<file path="src/rtl/smc_pkg.sv">
// Shared types, widths and helpers for the sliding mode speed controller.
// No dependencies; imported by smc_mul, the top level and the checker.
`default_nettype none

package smc_pkg;

    // Field and datapath widths (fixed by the Q formats)
    localparam int SPEED_W   = 32;             // Q16.16 port fields
    localparam int FRIC_W    = 31;             // B/J, Np/J registers
    localparam int ERR_W     = SPEED_W + 1;    // speed error
    localparam int INTEG_W   = 48;             // Q16.32 integrator
    localparam int SIGMA_W   = 48;             // full-precision surface
    localparam int SUM_W     = 50;             // switching gain sum
    localparam int MU_W      = 50;             // switching gain
    localparam int CMD_W     = 64;             // unsaturated command
    localparam int PVAL_W    = 64;             // signed, rescaled product

    // Digit-serial multiplier: A_W-bit magnitude times B_W-bit magnitude,
    // DIGIT_W bits of B consumed per cycle.
    localparam int A_W       = 49;
    localparam int B_W       = 32;
    localparam int DIGIT_W   = 8;
    localparam int P_W       = A_W + B_W;
    localparam int PART_W    = A_W + DIGIT_W;
    localparam int MUL_STEPS = B_W / DIGIT_W;
    localparam int CNT_W     = $clog2(MUL_STEPS);

    // Product rescaling points
    localparam int SHIFT_LO  = 16;
    localparam int SHIFT_HI  = 32;

    // Configuration register indexes
    localparam int CFG_IDX_W = 3;
    localparam logic [CFG_IDX_W-1:0] REG_SURFACE_GAIN        = 3'd0;
    localparam logic [CFG_IDX_W-1:0] REG_PROPORTIONAL_GAIN   = 3'd1;
    localparam logic [CFG_IDX_W-1:0] REG_DISTURBANCE_BOUND   = 3'd2;
    localparam logic [CFG_IDX_W-1:0] REG_SAMPLE_PERIOD       = 3'd3;
    localparam logic [CFG_IDX_W-1:0] REG_INVERSE_TORQUE_GAIN = 3'd4;
    localparam logic [CFG_IDX_W-1:0] REG_FRICTION_RATIO      = 3'd5;
    localparam logic [CFG_IDX_W-1:0] REG_POLE_INERTIA_RATIO  = 3'd6;

    // Register reset values
    localparam logic [SPEED_W-1:0] SAMPLE_PERIOD_RST  = 32'd429497;   // 1e-4 s
    localparam logic [SPEED_W-1:0] INV_TORQUE_RST     = 32'd22184748;
    localparam logic [FRIC_W-1:0]  POLE_INERTIA_RST   = 31'd26214400; // 400.0

    // Sequencer: an idle state plus one state per product
    typedef enum logic [2:0] {
        ST_IDLE,
        ST_INT,     // e * dt            -> integrator
        ST_SURF,    // c * integral      -> sigma
        ST_FRIC,    // B/J * |omega|     -> sum
        ST_DIST,    // Np/J * phi        -> sum
        ST_ERR,     // c * |e|           -> sum
        ST_MU,      // inv_a * sum       -> mu
        ST_GAMMA    // gamma * sigma     -> command
    } smc_state_t;

    // Saturate a wide signed value to the 32-bit output range
    function automatic logic signed [SPEED_W-1:0] sat_out(input logic signed [CMD_W-1:0] v);
        logic hi_zero;
        logic hi_ones;
        hi_zero = ~|v[CMD_W-1:SPEED_W-1];
        hi_ones = &v[CMD_W-1:SPEED_W-1];
        if (hi_zero || hi_ones)
        begin
            sat_out = v[SPEED_W-1:0];
        end
        else if (v[CMD_W-1])
        begin
            sat_out = {1'b1, {(SPEED_W-1){1'b0}}};
        end
        else
        begin
            sat_out = {1'b0, {(SPEED_W-1){1'b1}}};
        end
    endfunction

endpackage

`default_nettype wire

</file>
<file path="src/rtl/sliding_mode_speed_controller.sv">
// Integral sliding mode speed controller, top level: sequencer, state, config.
// Depends on smc_pkg and smc_mul.
//
// Input channel (in_valid/in_stall) takes one speed sample: speed_target and
// speed_measured, Q16.16. Each transfer yields one result on the output
// channel (out_valid/out_stall): the current command and surface computed
// from the previous sample, zero for the first sample after reset. The
// result is registered and appears in the cycle after the input transfer.
// The new sample is then worked through seven products on one shared 49x8
// digit-serial multiplier (4 digit steps plus load and hand-off per
// product), so in_stall stays high until the last product is done and no
// new sample is taken before the previous one is through.
// A result held by out_stall keeps its value; in_stall stays high while it
// waits, so no result is lost.
// Config channel (cfg_valid/cfg_ready, cfg_index, cfg_data) writes one gain
// register per transfer; ready only between samples. Unknown indexes are
// dropped. Reset (rst_n, async) clears the integrator and the held results
// and loads the default gains.
`default_nettype none

module sliding_mode_speed_controller
    import smc_pkg::*;
(
    input  wire logic                        clk,
    input  wire logic                        rst_n,
    input  wire logic                        in_valid,
    output logic                             in_stall,
    input  wire logic signed [SPEED_W-1:0]   speed_target,
    input  wire logic signed [SPEED_W-1:0]   speed_measured,
    output logic                             out_valid,
    input  wire logic                        out_stall,
    output logic signed [SPEED_W-1:0]        current_command,
    output logic signed [SPEED_W-1:0]        surface_value,
    input  wire logic                        cfg_valid,
    output logic                             cfg_ready,
    input  wire logic [CFG_IDX_W-1:0]        cfg_index,
    input  wire logic [SPEED_W-1:0]          cfg_data
);

    // ---------------------------------------------------------------
    // Registers
    // ---------------------------------------------------------------
    smc_state_t state_reg, state_next;
    logic       kick_reg, kick_next;       // start pulse for the multiplier
    logic       out_valid_reg, out_valid_next;

    logic signed [SPEED_W-1:0] out_cmd_reg, out_cmd_next;
    logic signed [SPEED_W-1:0] out_surf_reg, out_surf_next;

    // gain registers
    logic signed [SPEED_W-1:0] surface_gain_reg, surface_gain_next;
    logic signed [SPEED_W-1:0] proportional_gain_reg, proportional_gain_next;
    logic signed [SPEED_W-1:0] disturbance_bound_reg, disturbance_bound_next;
    logic [SPEED_W-1:0]        sample_period_reg, sample_period_next;
    logic [SPEED_W-1:0]        inv_torque_reg, inv_torque_next;
    logic [FRIC_W-1:0]         friction_ratio_reg, friction_ratio_next;
    logic [FRIC_W-1:0]         pole_inertia_reg, pole_inertia_next;

    // controller state
    logic signed [INTEG_W-1:0] integ_reg, integ_next;
    logic signed [SPEED_W-1:0] held_cmd_reg, held_cmd_next;
    logic signed [SPEED_W-1:0] held_surf_reg, held_surf_next;

    // per-sample working registers
    logic signed [SPEED_W-1:0] omega_reg, omega_next;
    logic signed [ERR_W-1:0]   err_reg, err_next;
    logic signed [SIGMA_W-1:0] sigma_reg, sigma_next;
    logic signed [SUM_W-1:0]   sum_reg, sum_next;
    logic signed [MU_W-1:0]    mu_reg, mu_next;

    // ---------------------------------------------------------------
    // Handshakes
    // ---------------------------------------------------------------
    logic wait_out;
    logic in_xfer;
    logic out_xfer;
    logic cfg_xfer;

    assign wait_out = out_valid_reg && out_stall;
    assign in_xfer  = in_valid && !in_stall;
    assign out_xfer = out_valid_reg && !out_stall;
    assign cfg_xfer = cfg_valid && cfg_ready;

    // ---------------------------------------------------------------
    // Multiplier and its operand selection
    // ---------------------------------------------------------------
    logic           mul_done;
    logic [P_W-1:0] mul_prod;
    logic [A_W-1:0] op_a;
    logic [B_W-1:0] op_b;
    logic           op_neg;      // sign of the signed product
    logic           op_hi;       // rescale by 2^-32 instead of 2^-16

    smc_mul u_smc_mul (
        .clk     (clk),
        .rst_n   (rst_n),
        .start   (kick_reg),
        .a       (op_a),
        .b       (op_b),
        .done    (mul_done),
        .product (mul_prod)
    );

    // magnitudes of the signed operands
    logic               err_neg, integ_neg, gain_neg, gamma_neg;
    logic               omega_neg, phi_neg, sum_neg, sigma_neg;
    logic [ERR_W-1:0]   err_mag;
    logic [INTEG_W-1:0] integ_mag;
    logic [SPEED_W-1:0] gain_mag, gamma_mag, omega_mag, phi_mag;
    logic [SUM_W-1:0]   sum_mag;
    logic [SIGMA_W-1:0] sigma_mag;

    assign err_neg   = err_reg[ERR_W-1];
    assign integ_neg = integ_reg[INTEG_W-1];
    assign gain_neg  = surface_gain_reg[SPEED_W-1];
    assign gamma_neg = proportional_gain_reg[SPEED_W-1];
    assign omega_neg = omega_reg[SPEED_W-1];
    assign phi_neg   = disturbance_bound_reg[SPEED_W-1];
    assign sum_neg   = sum_reg[SUM_W-1];
    assign sigma_neg = sigma_reg[SIGMA_W-1];

    assign err_mag   = err_neg   ? $unsigned(-err_reg)               : $unsigned(err_reg);
    assign integ_mag = integ_neg ? $unsigned(-integ_reg)             : $unsigned(integ_reg);
    assign gain_mag  = gain_neg  ? $unsigned(-surface_gain_reg)      : $unsigned(surface_gain_reg);
    assign gamma_mag = gamma_neg ? $unsigned(-proportional_gain_reg) :
                                   $unsigned(proportional_gain_reg);
    assign omega_mag = omega_neg ? $unsigned(-omega_reg)             : $unsigned(omega_reg);
    assign phi_mag   = phi_neg   ? $unsigned(-disturbance_bound_reg) :
                                   $unsigned(disturbance_bound_reg);
    assign sum_mag   = sum_neg   ? $unsigned(-sum_reg)               : $unsigned(sum_reg);
    assign sigma_mag = sigma_neg ? $unsigned(-sigma_reg)             : $unsigned(sigma_reg);

    always_comb
    begin
        op_a   = '0;
        op_b   = '0;
        op_neg = 1'b0;
        op_hi  = 1'b0;
        unique case (state_reg)
            ST_IDLE:
            begin
                op_a = '0;
            end
            ST_INT:
            begin
                op_a   = A_W'(err_mag);
                op_b   = sample_period_reg;
                op_neg = err_neg;
            end
            ST_SURF:
            begin
                op_a   = A_W'(integ_mag);
                op_b   = gain_mag;
                op_neg = gain_neg ^ integ_neg;
                op_hi  = 1'b1;
            end
            ST_FRIC:
            begin
                op_a   = A_W'(omega_mag);
                op_b   = B_W'(friction_ratio_reg);
            end
            ST_DIST:
            begin
                op_a   = A_W'(phi_mag);
                op_b   = B_W'(pole_inertia_reg);
                op_neg = phi_neg;
            end
            ST_ERR:
            begin
                op_a   = A_W'(err_mag);
                op_b   = gain_mag;
                op_neg = gain_neg;
            end
            ST_MU:
            begin
                // |sum| < 2^49, top bit always clear
                op_a   = sum_mag[A_W-1:0];
                op_b   = inv_torque_reg;
                op_neg = sum_neg;
                op_hi  = 1'b1;
            end
            ST_GAMMA:
            begin
                op_a   = A_W'(sigma_mag);
                op_b   = gamma_mag;
                op_neg = gamma_neg ^ sigma_neg;
            end
        endcase
    end

    // rescale (truncate toward zero on the magnitude), then apply the sign
    logic [PVAL_W-1:0]        mag_sel;
    logic signed [PVAL_W-1:0] p_val;

    assign mag_sel = op_hi ? PVAL_W'(mul_prod[P_W-1:SHIFT_HI]) :
                             mul_prod[SHIFT_LO +: PVAL_W];
    assign p_val   = op_neg ? -$signed(mag_sel) : $signed(mag_sel);

    // ---------------------------------------------------------------
    // Arithmetic on the product
    // ---------------------------------------------------------------
    logic signed [SUM_W-1:0]   integ_sum;
    logic [SUM_W-INTEG_W:0]    integ_top;
    logic signed [INTEG_W-1:0] integ_sat;
    logic signed [SUM_W-1:0]   sigma_sum;
    logic signed [CMD_W-1:0]   cmd_base;
    logic signed [CMD_W-1:0]   cmd_full;
    logic                      sigma_pos;

    assign integ_sum = SUM_W'(integ_reg) + SUM_W'(p_val);
    assign integ_top = integ_sum[SUM_W-1:INTEG_W-1];
    assign integ_sat = ((&integ_top) || (~|integ_top)) ? integ_sum[INTEG_W-1:0] :
                       (integ_sum[SUM_W-1] ? {1'b1, {(INTEG_W-1){1'b0}}} :
                                             {1'b0, {(INTEG_W-1){1'b1}}});

    assign sigma_sum = SUM_W'(err_reg) + SUM_W'(p_val);

    // command = -gamma*sigma - mu*sign(sigma)
    assign sigma_pos = !sigma_neg && (|sigma_reg);
    assign cmd_base  = -p_val;
    assign cmd_full  = sigma_pos ? cmd_base - CMD_W'(mu_reg) :
                       sigma_neg ? cmd_base + CMD_W'(mu_reg) : cmd_base;

    // ---------------------------------------------------------------
    // Sequencer: next state
    // ---------------------------------------------------------------
    always_comb
    begin
        state_next = state_reg;
        unique case (state_reg)
            ST_IDLE:  if (in_xfer)  state_next = ST_INT;
            ST_INT:   if (mul_done) state_next = ST_SURF;
            ST_SURF:  if (mul_done) state_next = ST_FRIC;
            ST_FRIC:  if (mul_done) state_next = ST_DIST;
            ST_DIST:  if (mul_done) state_next = ST_ERR;
            ST_ERR:   if (mul_done) state_next = ST_MU;
            ST_MU:    if (mul_done) state_next = ST_GAMMA;
            ST_GAMMA: if (mul_done) state_next = ST_IDLE;
        endcase
    end

    // Sequencer: outputs
    always_comb
    begin
        in_stall  = 1'b1;
        cfg_ready = 1'b0;
        kick_next = 1'b0;
        unique case (state_reg)
            ST_IDLE:
            begin
                in_stall  = wait_out;
                cfg_ready = 1'b1;
                kick_next = in_valid && !wait_out;
            end
            ST_INT, ST_SURF, ST_FRIC, ST_DIST, ST_ERR, ST_MU:
            begin
                kick_next = mul_done;
            end
            ST_GAMMA:
            begin
                kick_next = 1'b0;
            end
        endcase
    end

    // ---------------------------------------------------------------
    // Datapath next values
    // ---------------------------------------------------------------
    always_comb
    begin
        surface_gain_next      = surface_gain_reg;
        proportional_gain_next = proportional_gain_reg;
        disturbance_bound_next = disturbance_bound_reg;
        sample_period_next     = sample_period_reg;
        inv_torque_next        = inv_torque_reg;
        friction_ratio_next    = friction_ratio_reg;
        pole_inertia_next      = pole_inertia_reg;

        out_valid_next = out_valid_reg;
        out_cmd_next   = out_cmd_reg;
        out_surf_next  = out_surf_reg;
        omega_next     = omega_reg;
        err_next       = err_reg;
        integ_next     = integ_reg;
        sigma_next     = sigma_reg;
        sum_next       = sum_reg;
        mu_next        = mu_reg;
        held_cmd_next  = held_cmd_reg;
        held_surf_next = held_surf_reg;

        if (cfg_xfer)
        begin
            unique case (cfg_index)
                REG_SURFACE_GAIN:        surface_gain_next      = $signed(cfg_data);
                REG_PROPORTIONAL_GAIN:   proportional_gain_next = $signed(cfg_data);
                REG_DISTURBANCE_BOUND:   disturbance_bound_next = $signed(cfg_data);
                REG_SAMPLE_PERIOD:       sample_period_next     = cfg_data;
                REG_INVERSE_TORQUE_GAIN: inv_torque_next        = cfg_data;
                REG_FRICTION_RATIO:      friction_ratio_next    = cfg_data[FRIC_W-1:0];
                REG_POLE_INERTIA_RATIO:  pole_inertia_next      = cfg_data[FRIC_W-1:0];
                default:                 ;
            endcase
        end

        // result of the previous sample goes out as the new one is taken
        if (in_xfer)
        begin
            out_valid_next = 1'b1;
            out_cmd_next   = held_cmd_reg;
            out_surf_next  = held_surf_reg;
            omega_next     = speed_measured;
            err_next       = ERR_W'(speed_measured) - ERR_W'(speed_target);
        end
        else if (out_xfer)
        begin
            out_valid_next = 1'b0;
        end

        if (mul_done)
        begin
            unique case (state_reg)
                ST_INT:   integ_next = integ_sat;
                ST_SURF:  sigma_next = sigma_sum[SIGMA_W-1:0];
                ST_FRIC:  sum_next   = SUM_W'(p_val);
                ST_DIST:  sum_next   = sum_reg + SUM_W'(p_val);
                ST_ERR:   sum_next   = sum_reg + SUM_W'(p_val);
                ST_MU:    mu_next    = MU_W'(p_val);
                ST_GAMMA:
                begin
                    held_cmd_next  = sat_out(cmd_full);
                    held_surf_next = sat_out(CMD_W'(sigma_reg));
                end
                default:  ;
            endcase
        end
    end

    // ---------------------------------------------------------------
    // Register update
    // ---------------------------------------------------------------
    always_ff @(posedge clk or negedge rst_n)
    begin
        if (!rst_n)
        begin
            state_reg             <= ST_IDLE;
            kick_reg              <= 1'b0;
            out_valid_reg         <= 1'b0;
            surface_gain_reg      <= '0;
            proportional_gain_reg <= '0;
            disturbance_bound_reg <= '0;
            sample_period_reg     <= SAMPLE_PERIOD_RST;
            inv_torque_reg        <= INV_TORQUE_RST;
            friction_ratio_reg    <= '0;
            pole_inertia_reg      <= POLE_INERTIA_RST;
            integ_reg             <= '0;
            held_cmd_reg          <= '0;
            held_surf_reg         <= '0;
        end
        else
        begin
            state_reg             <= state_next;
            kick_reg              <= kick_next;
            out_valid_reg         <= out_valid_next;
            surface_gain_reg      <= surface_gain_next;
            proportional_gain_reg <= proportional_gain_next;
            disturbance_bound_reg <= disturbance_bound_next;
            sample_period_reg     <= sample_period_next;
            inv_torque_reg        <= inv_torque_next;
            friction_ratio_reg    <= friction_ratio_next;
            pole_inertia_reg      <= pole_inertia_next;
            integ_reg             <= integ_next;
            held_cmd_reg          <= held_cmd_next;
            held_surf_reg         <= held_surf_next;
        end
    end

    // payload, no reset needed
    always_ff @(posedge clk)
    begin
        out_cmd_reg  <= out_cmd_next;
        out_surf_reg <= out_surf_next;
        omega_reg    <= omega_next;
        err_reg      <= err_next;
        sigma_reg    <= sigma_next;
        sum_reg      <= sum_next;
        mu_reg       <= mu_next;
    end

    assign out_valid       = out_valid_reg;
    assign current_command = out_cmd_reg;
    assign surface_value   = out_surf_reg;

endmodule

`default_nettype wire

</file>
<file path="src/rtl/smc_mul.sv">
// Digit-serial unsigned multiplier, DIGIT_W bits of the B operand per cycle.
// Depends on smc_pkg.
`default_nettype none

module smc_mul
    import smc_pkg::*;
(
    input  wire logic           clk,
    input  wire logic           rst_n,
    input  wire logic           start,
    input  wire logic [A_W-1:0] a,
    input  wire logic [B_W-1:0] b,
    output logic                done,
    output logic [P_W-1:0]      product
);

    logic             busy_reg, busy_next;
    logic             done_reg, done_next;
    logic [CNT_W-1:0] cnt_reg, cnt_next;
    logic [A_W-1:0]   a_reg, a_next;
    logic [B_W-1:0]   b_reg, b_next;
    logic [P_W-1:0]   acc_reg, acc_next;

    logic [PART_W-1:0] partial;
    logic [PART_W-1:0] upper_sum;
    logic [P_W-1:0]    acc_step;

    // one digit: add A*digit at the top, shift right by a digit
    assign partial   = PART_W'(a_reg) * PART_W'(b_reg[DIGIT_W-1:0]);
    assign upper_sum = PART_W'(acc_reg[P_W-1:B_W]) + partial;
    assign acc_step  = {upper_sum, acc_reg[B_W-1:DIGIT_W]};

    always_comb
    begin
        busy_next = busy_reg;
        done_next = 1'b0;
        cnt_next  = cnt_reg;
        a_next    = a_reg;
        b_next    = b_reg;
        acc_next  = acc_reg;
        if (start)
        begin
            busy_next = 1'b1;
            cnt_next  = '0;
            a_next    = a;
            b_next    = b;
            acc_next  = '0;
        end
        else if (busy_reg)
        begin
            acc_next = acc_step;
            b_next   = b_reg >> DIGIT_W;
            cnt_next = cnt_reg + 1'b1;
            if (cnt_reg == CNT_W'(MUL_STEPS - 1))
            begin
                busy_next = 1'b0;
                done_next = 1'b1;
            end
        end
    end

    always_ff @(posedge clk or negedge rst_n)
    begin
        if (!rst_n)
        begin
            busy_reg <= 1'b0;
            done_reg <= 1'b0;
            cnt_reg  <= '0;
        end
        else
        begin
            busy_reg <= busy_next;
            done_reg <= done_next;
            cnt_reg  <= cnt_next;
        end
    end

    always_ff @(posedge clk)
    begin
        a_reg   <= a_next;
        b_reg   <= b_next;
        acc_reg <= acc_next;
    end

    assign done    = done_reg;
    assign product = acc_reg;

endmodule

`default_nettype wire

</file>
<file path="config.mk">
export PLATFORM = sky130hd
export DESIGN_NAME = sliding_mode_speed_controller
export DESIGN_NICKNAME = d
export VERILOG_FILES = /design/src/rtl/smc_pkg.sv /design/src/rtl/sliding_mode_speed_controller.sv /design/src/rtl/smc_mul.sv
export SDC_FILE = /design/constraint.sdc
export NUM_CORES = 2
export LEC_CHECK = 0
export BUFFER_PORTS_ARGS = -buffer_cell sky130_fd_sc_hd__buf_2
export CORE_MARGIN = 2
export CORE_UTILIZATION = 60
export CTS_CLUSTER_DIAMETER = 200
export DETAILED_ROUTE_END_ITERATION = 16
export PLACE_DENSITY = 0.77
export REMOVE_ABC_BUFFERS = 1
export SETUP_SLACK_MARGIN = 0.5
export SYNTH_ARGS = -nofsm -noshare
export SYNTH_HDL_FRONTEND = slang
export SYNTH_SLANG_ARGS = --single-unit
</file>
<file path="constraint.sdc">
create_clock -name clk -period 18.6 [get_ports clk]
set_input_delay 3.72 -clock clk [delete_from_list [all_inputs] [get_ports clk]]
set_output_delay 3.72 -clock clk [all_outputs]
set_load 0.02 [all_outputs]
</file>
==> results.cfg <==
[route]
drt_pass1_iterations = 8
vias = 61800
finalWirelength_um = 233000
first_iter_violations = 7523
avgViaCountPerCell = 6.63
postRouteAntennaNets = 0
routedWlPerCell_um = 25.1
drt_drc_violations_left = 0

[cts]
cts.clk_slew.worst_paths_ns = 0.06
clk_latency_ns = 0.71
ctsHtreeMaxLevel = 3
clock_path_buffers = 3
cts_setup_buffers = 0
postCtsHoldBufs = 0
cts_tree = yes
root_buffer = clkbuf_16
post_cts_resized = 0
numClockSinks = 766
numCtsBuffers = 87

[worst_setup_path]
cp-start-kind = register
path_max_fanout = 42
worst_ep_arrival_time_ns = 12.70
cp.required_ns = 19.11
cp-end-kind = register
critPathSlowestCell = nor2b_1
worstRegToRegCells = 33
critical_path.max_stage_delay_ns = 0.86
critPathKind = register to register
crit_top_cell = or4_1

[cells_and_area]
fin_nets = 8562
area_growth_pct = 7.84
multi_input_area_um2 = 45700
n_fill_cell = 9308
drive_above_1_share = 0.105
largest_reg_flops = 65
final_common_cell = nand2_1
final_cell_mix = nand2_1 (726), nor2_1 (589), inv_1 (524)
regArea_um2 = 20700

[timing]
finalHoldViolCount = 0
finalCriticalPeriod_ns = 12.19
maxSlewViolCount = 0
finalClockSkew_ns = 0.0667
rsz0062_at_grt = no
fmax_mhz = 82.0
setup_tns_ns = 0
finalSetupViolations = 0
worst-slew-pin-transition_ns = 1.36
period_share = 0.655
maxSlewHeadroom = 0.0864

[floorplanning]
die_area_um2 = 119000
coreArea_um2 = 115000
die_h_um = 345
start_util = 0.607
pin_count = 171
num_rows = 124
die_w_um = 345

[logic_synthesis]
synth_top_area_frac = 0.154
netlist_instances = 7696
synth_warnings = 0
synth_top_area_cell = edfxtp_1
synth_edf_count = 358
syn_avg_cell_area_um2 = 9.04
async_reset_ff_frac = 0.448
synth_area_leaders = edfxtp_1 (15%), dfrtp_1 (11%), fa_1 (9.7%), ha_1 (7.1%), xnor2_1 (4.7%)
yosysSeqAreaShare = 0.297
ys_types = 108
ys_ff_latch = 766
synthesis.area_um2 = 69600
synth_ff_type = edfxtp_1

[grt]
grt_overflow = 0
grtUsageMet2 = 0.607
grt_pass1_vias = 59600
grt_max_degree = 109
antenna_found_initial = 4
grt_pass1_wl_um = 355000
grt_usage = 0.389
busiest_layer = met2
use_met3 = 0.0739
use_met1 = 0.507

[placed_design]
place_congestion = 1.07
port_buffers = 170
dp_hpwl_um = 176000

[hold_path]
min_path_type = register to register
hold_depth = 0

[status]
status = completed

[flow_run]
maxCapViolations = 0
[kinds of logic after synthesis]
group,count (synthesis),synth area share
multiplexers,340,0.0533
AO/OA/AOI/OAI,2005,0.189
buffers and inverters,871,0.0488
XOR/XNOR,630,0.0793
adder cells (fa/ha/maj),734,0.168
AND/OR/NAND/NOR,2350,0.164
flip-flops,766,0.297
[path summary, 6_finish.rpt]
path,start,end,slack (ns)
hold reg to reg,held_cmd_reg[27],current_command[27],0.44
hold / removal,held_cmd_reg[27],current_command[27],0.44
max in group asynchronous,rst_n,friction_ratio_reg[20],13.15
setup / recovery,state_reg[0],held_cmd_reg[25],6.41
setup reg to reg,state_reg[0],held_cmd_reg[25],6.41
min in group asynchronous,rst_n,held_surf_reg[7],3.06
[cell usage after synthesis (all sizes together) (28+ instances only)]
cell / n
o22ai: 107
o31ai: 116
mux2i: 102
nor2: 596
fa: 337
nor3: 150
or4: 57
and3: 53
o21ai: 452
inv: 525
o41ai: 56
o21a: 54
a221oi: 41
clkbuf: 276
ha: 397
o211ai: 54
mux2: 238
dfxtp: 65
a221o: 53
a21boi: 28
a22oi: 61
a211oi: 53
dfrtp: 319
nor2b: 67
nor4: 52
a31oi: 64
buf: 68
xnor2: 376
a21oi: 499
nand3: 121
nand2: 729
xor2: 254
or2: 39
o21bai: 51
nand2b: 74
and2: 182
edfxtp: 358
a21o: 112
or3: 95
nand4: 53
[critical path: cells and delay by family, from the launching register on]
family | cells | cell delay (ns)
fa+ha+maj | 2 | 0.76
simple gates | 17 | 6.80
compound gates | 13 | 3.33
flops | 1 | 0.66
buf+inv | 1 | 0.43
[cell type report]
cell class / count / share of cell area
clock inverter: 51 / 0.00940
inverter: 527 / 0.0264
sequential: 766 / 0.275
clock buffer: 112 / 0.0322
antenna: 2 / 0.0000667
timing repair buffer: 283 / 0.0228
multi-input combinational: 6059 / 0.609
tap: 1512 / 0.0252
[metal layers]
metal	up-vias	share of wire	wire length (um)
li1	27600	-	-
met1	30000	0.39	90000
met2	3447	0.45	104000
met3	710	0.099	23000
met4	4	0.070	16300
met5	-	0.00011	25
[through the flow]
stage / std cells / setup slack, ns / util / area [um^2] / hold WS (ns)
final: 9312 / 6.41 / 0.655 / 75100 / 0.444
after global placement: 9147 / 7.18 / 0.627 / 71900 / 0.432
after detailed placement: 9147 / 6.91 / 0.627 / 71900 / 0.432
after CTS: 9310 / 6.82 / 0.655 / 75000 / 0.445
after floorplan: 7352 / 7.00 / - / 68200 / 0.417
after global routing: 9310 / 5.95 / 0.655 / 75000 / 0.455
Power is not shown: default switching activity piles up to over one toggle a cycle in this logic, so the estimate is an artifact.
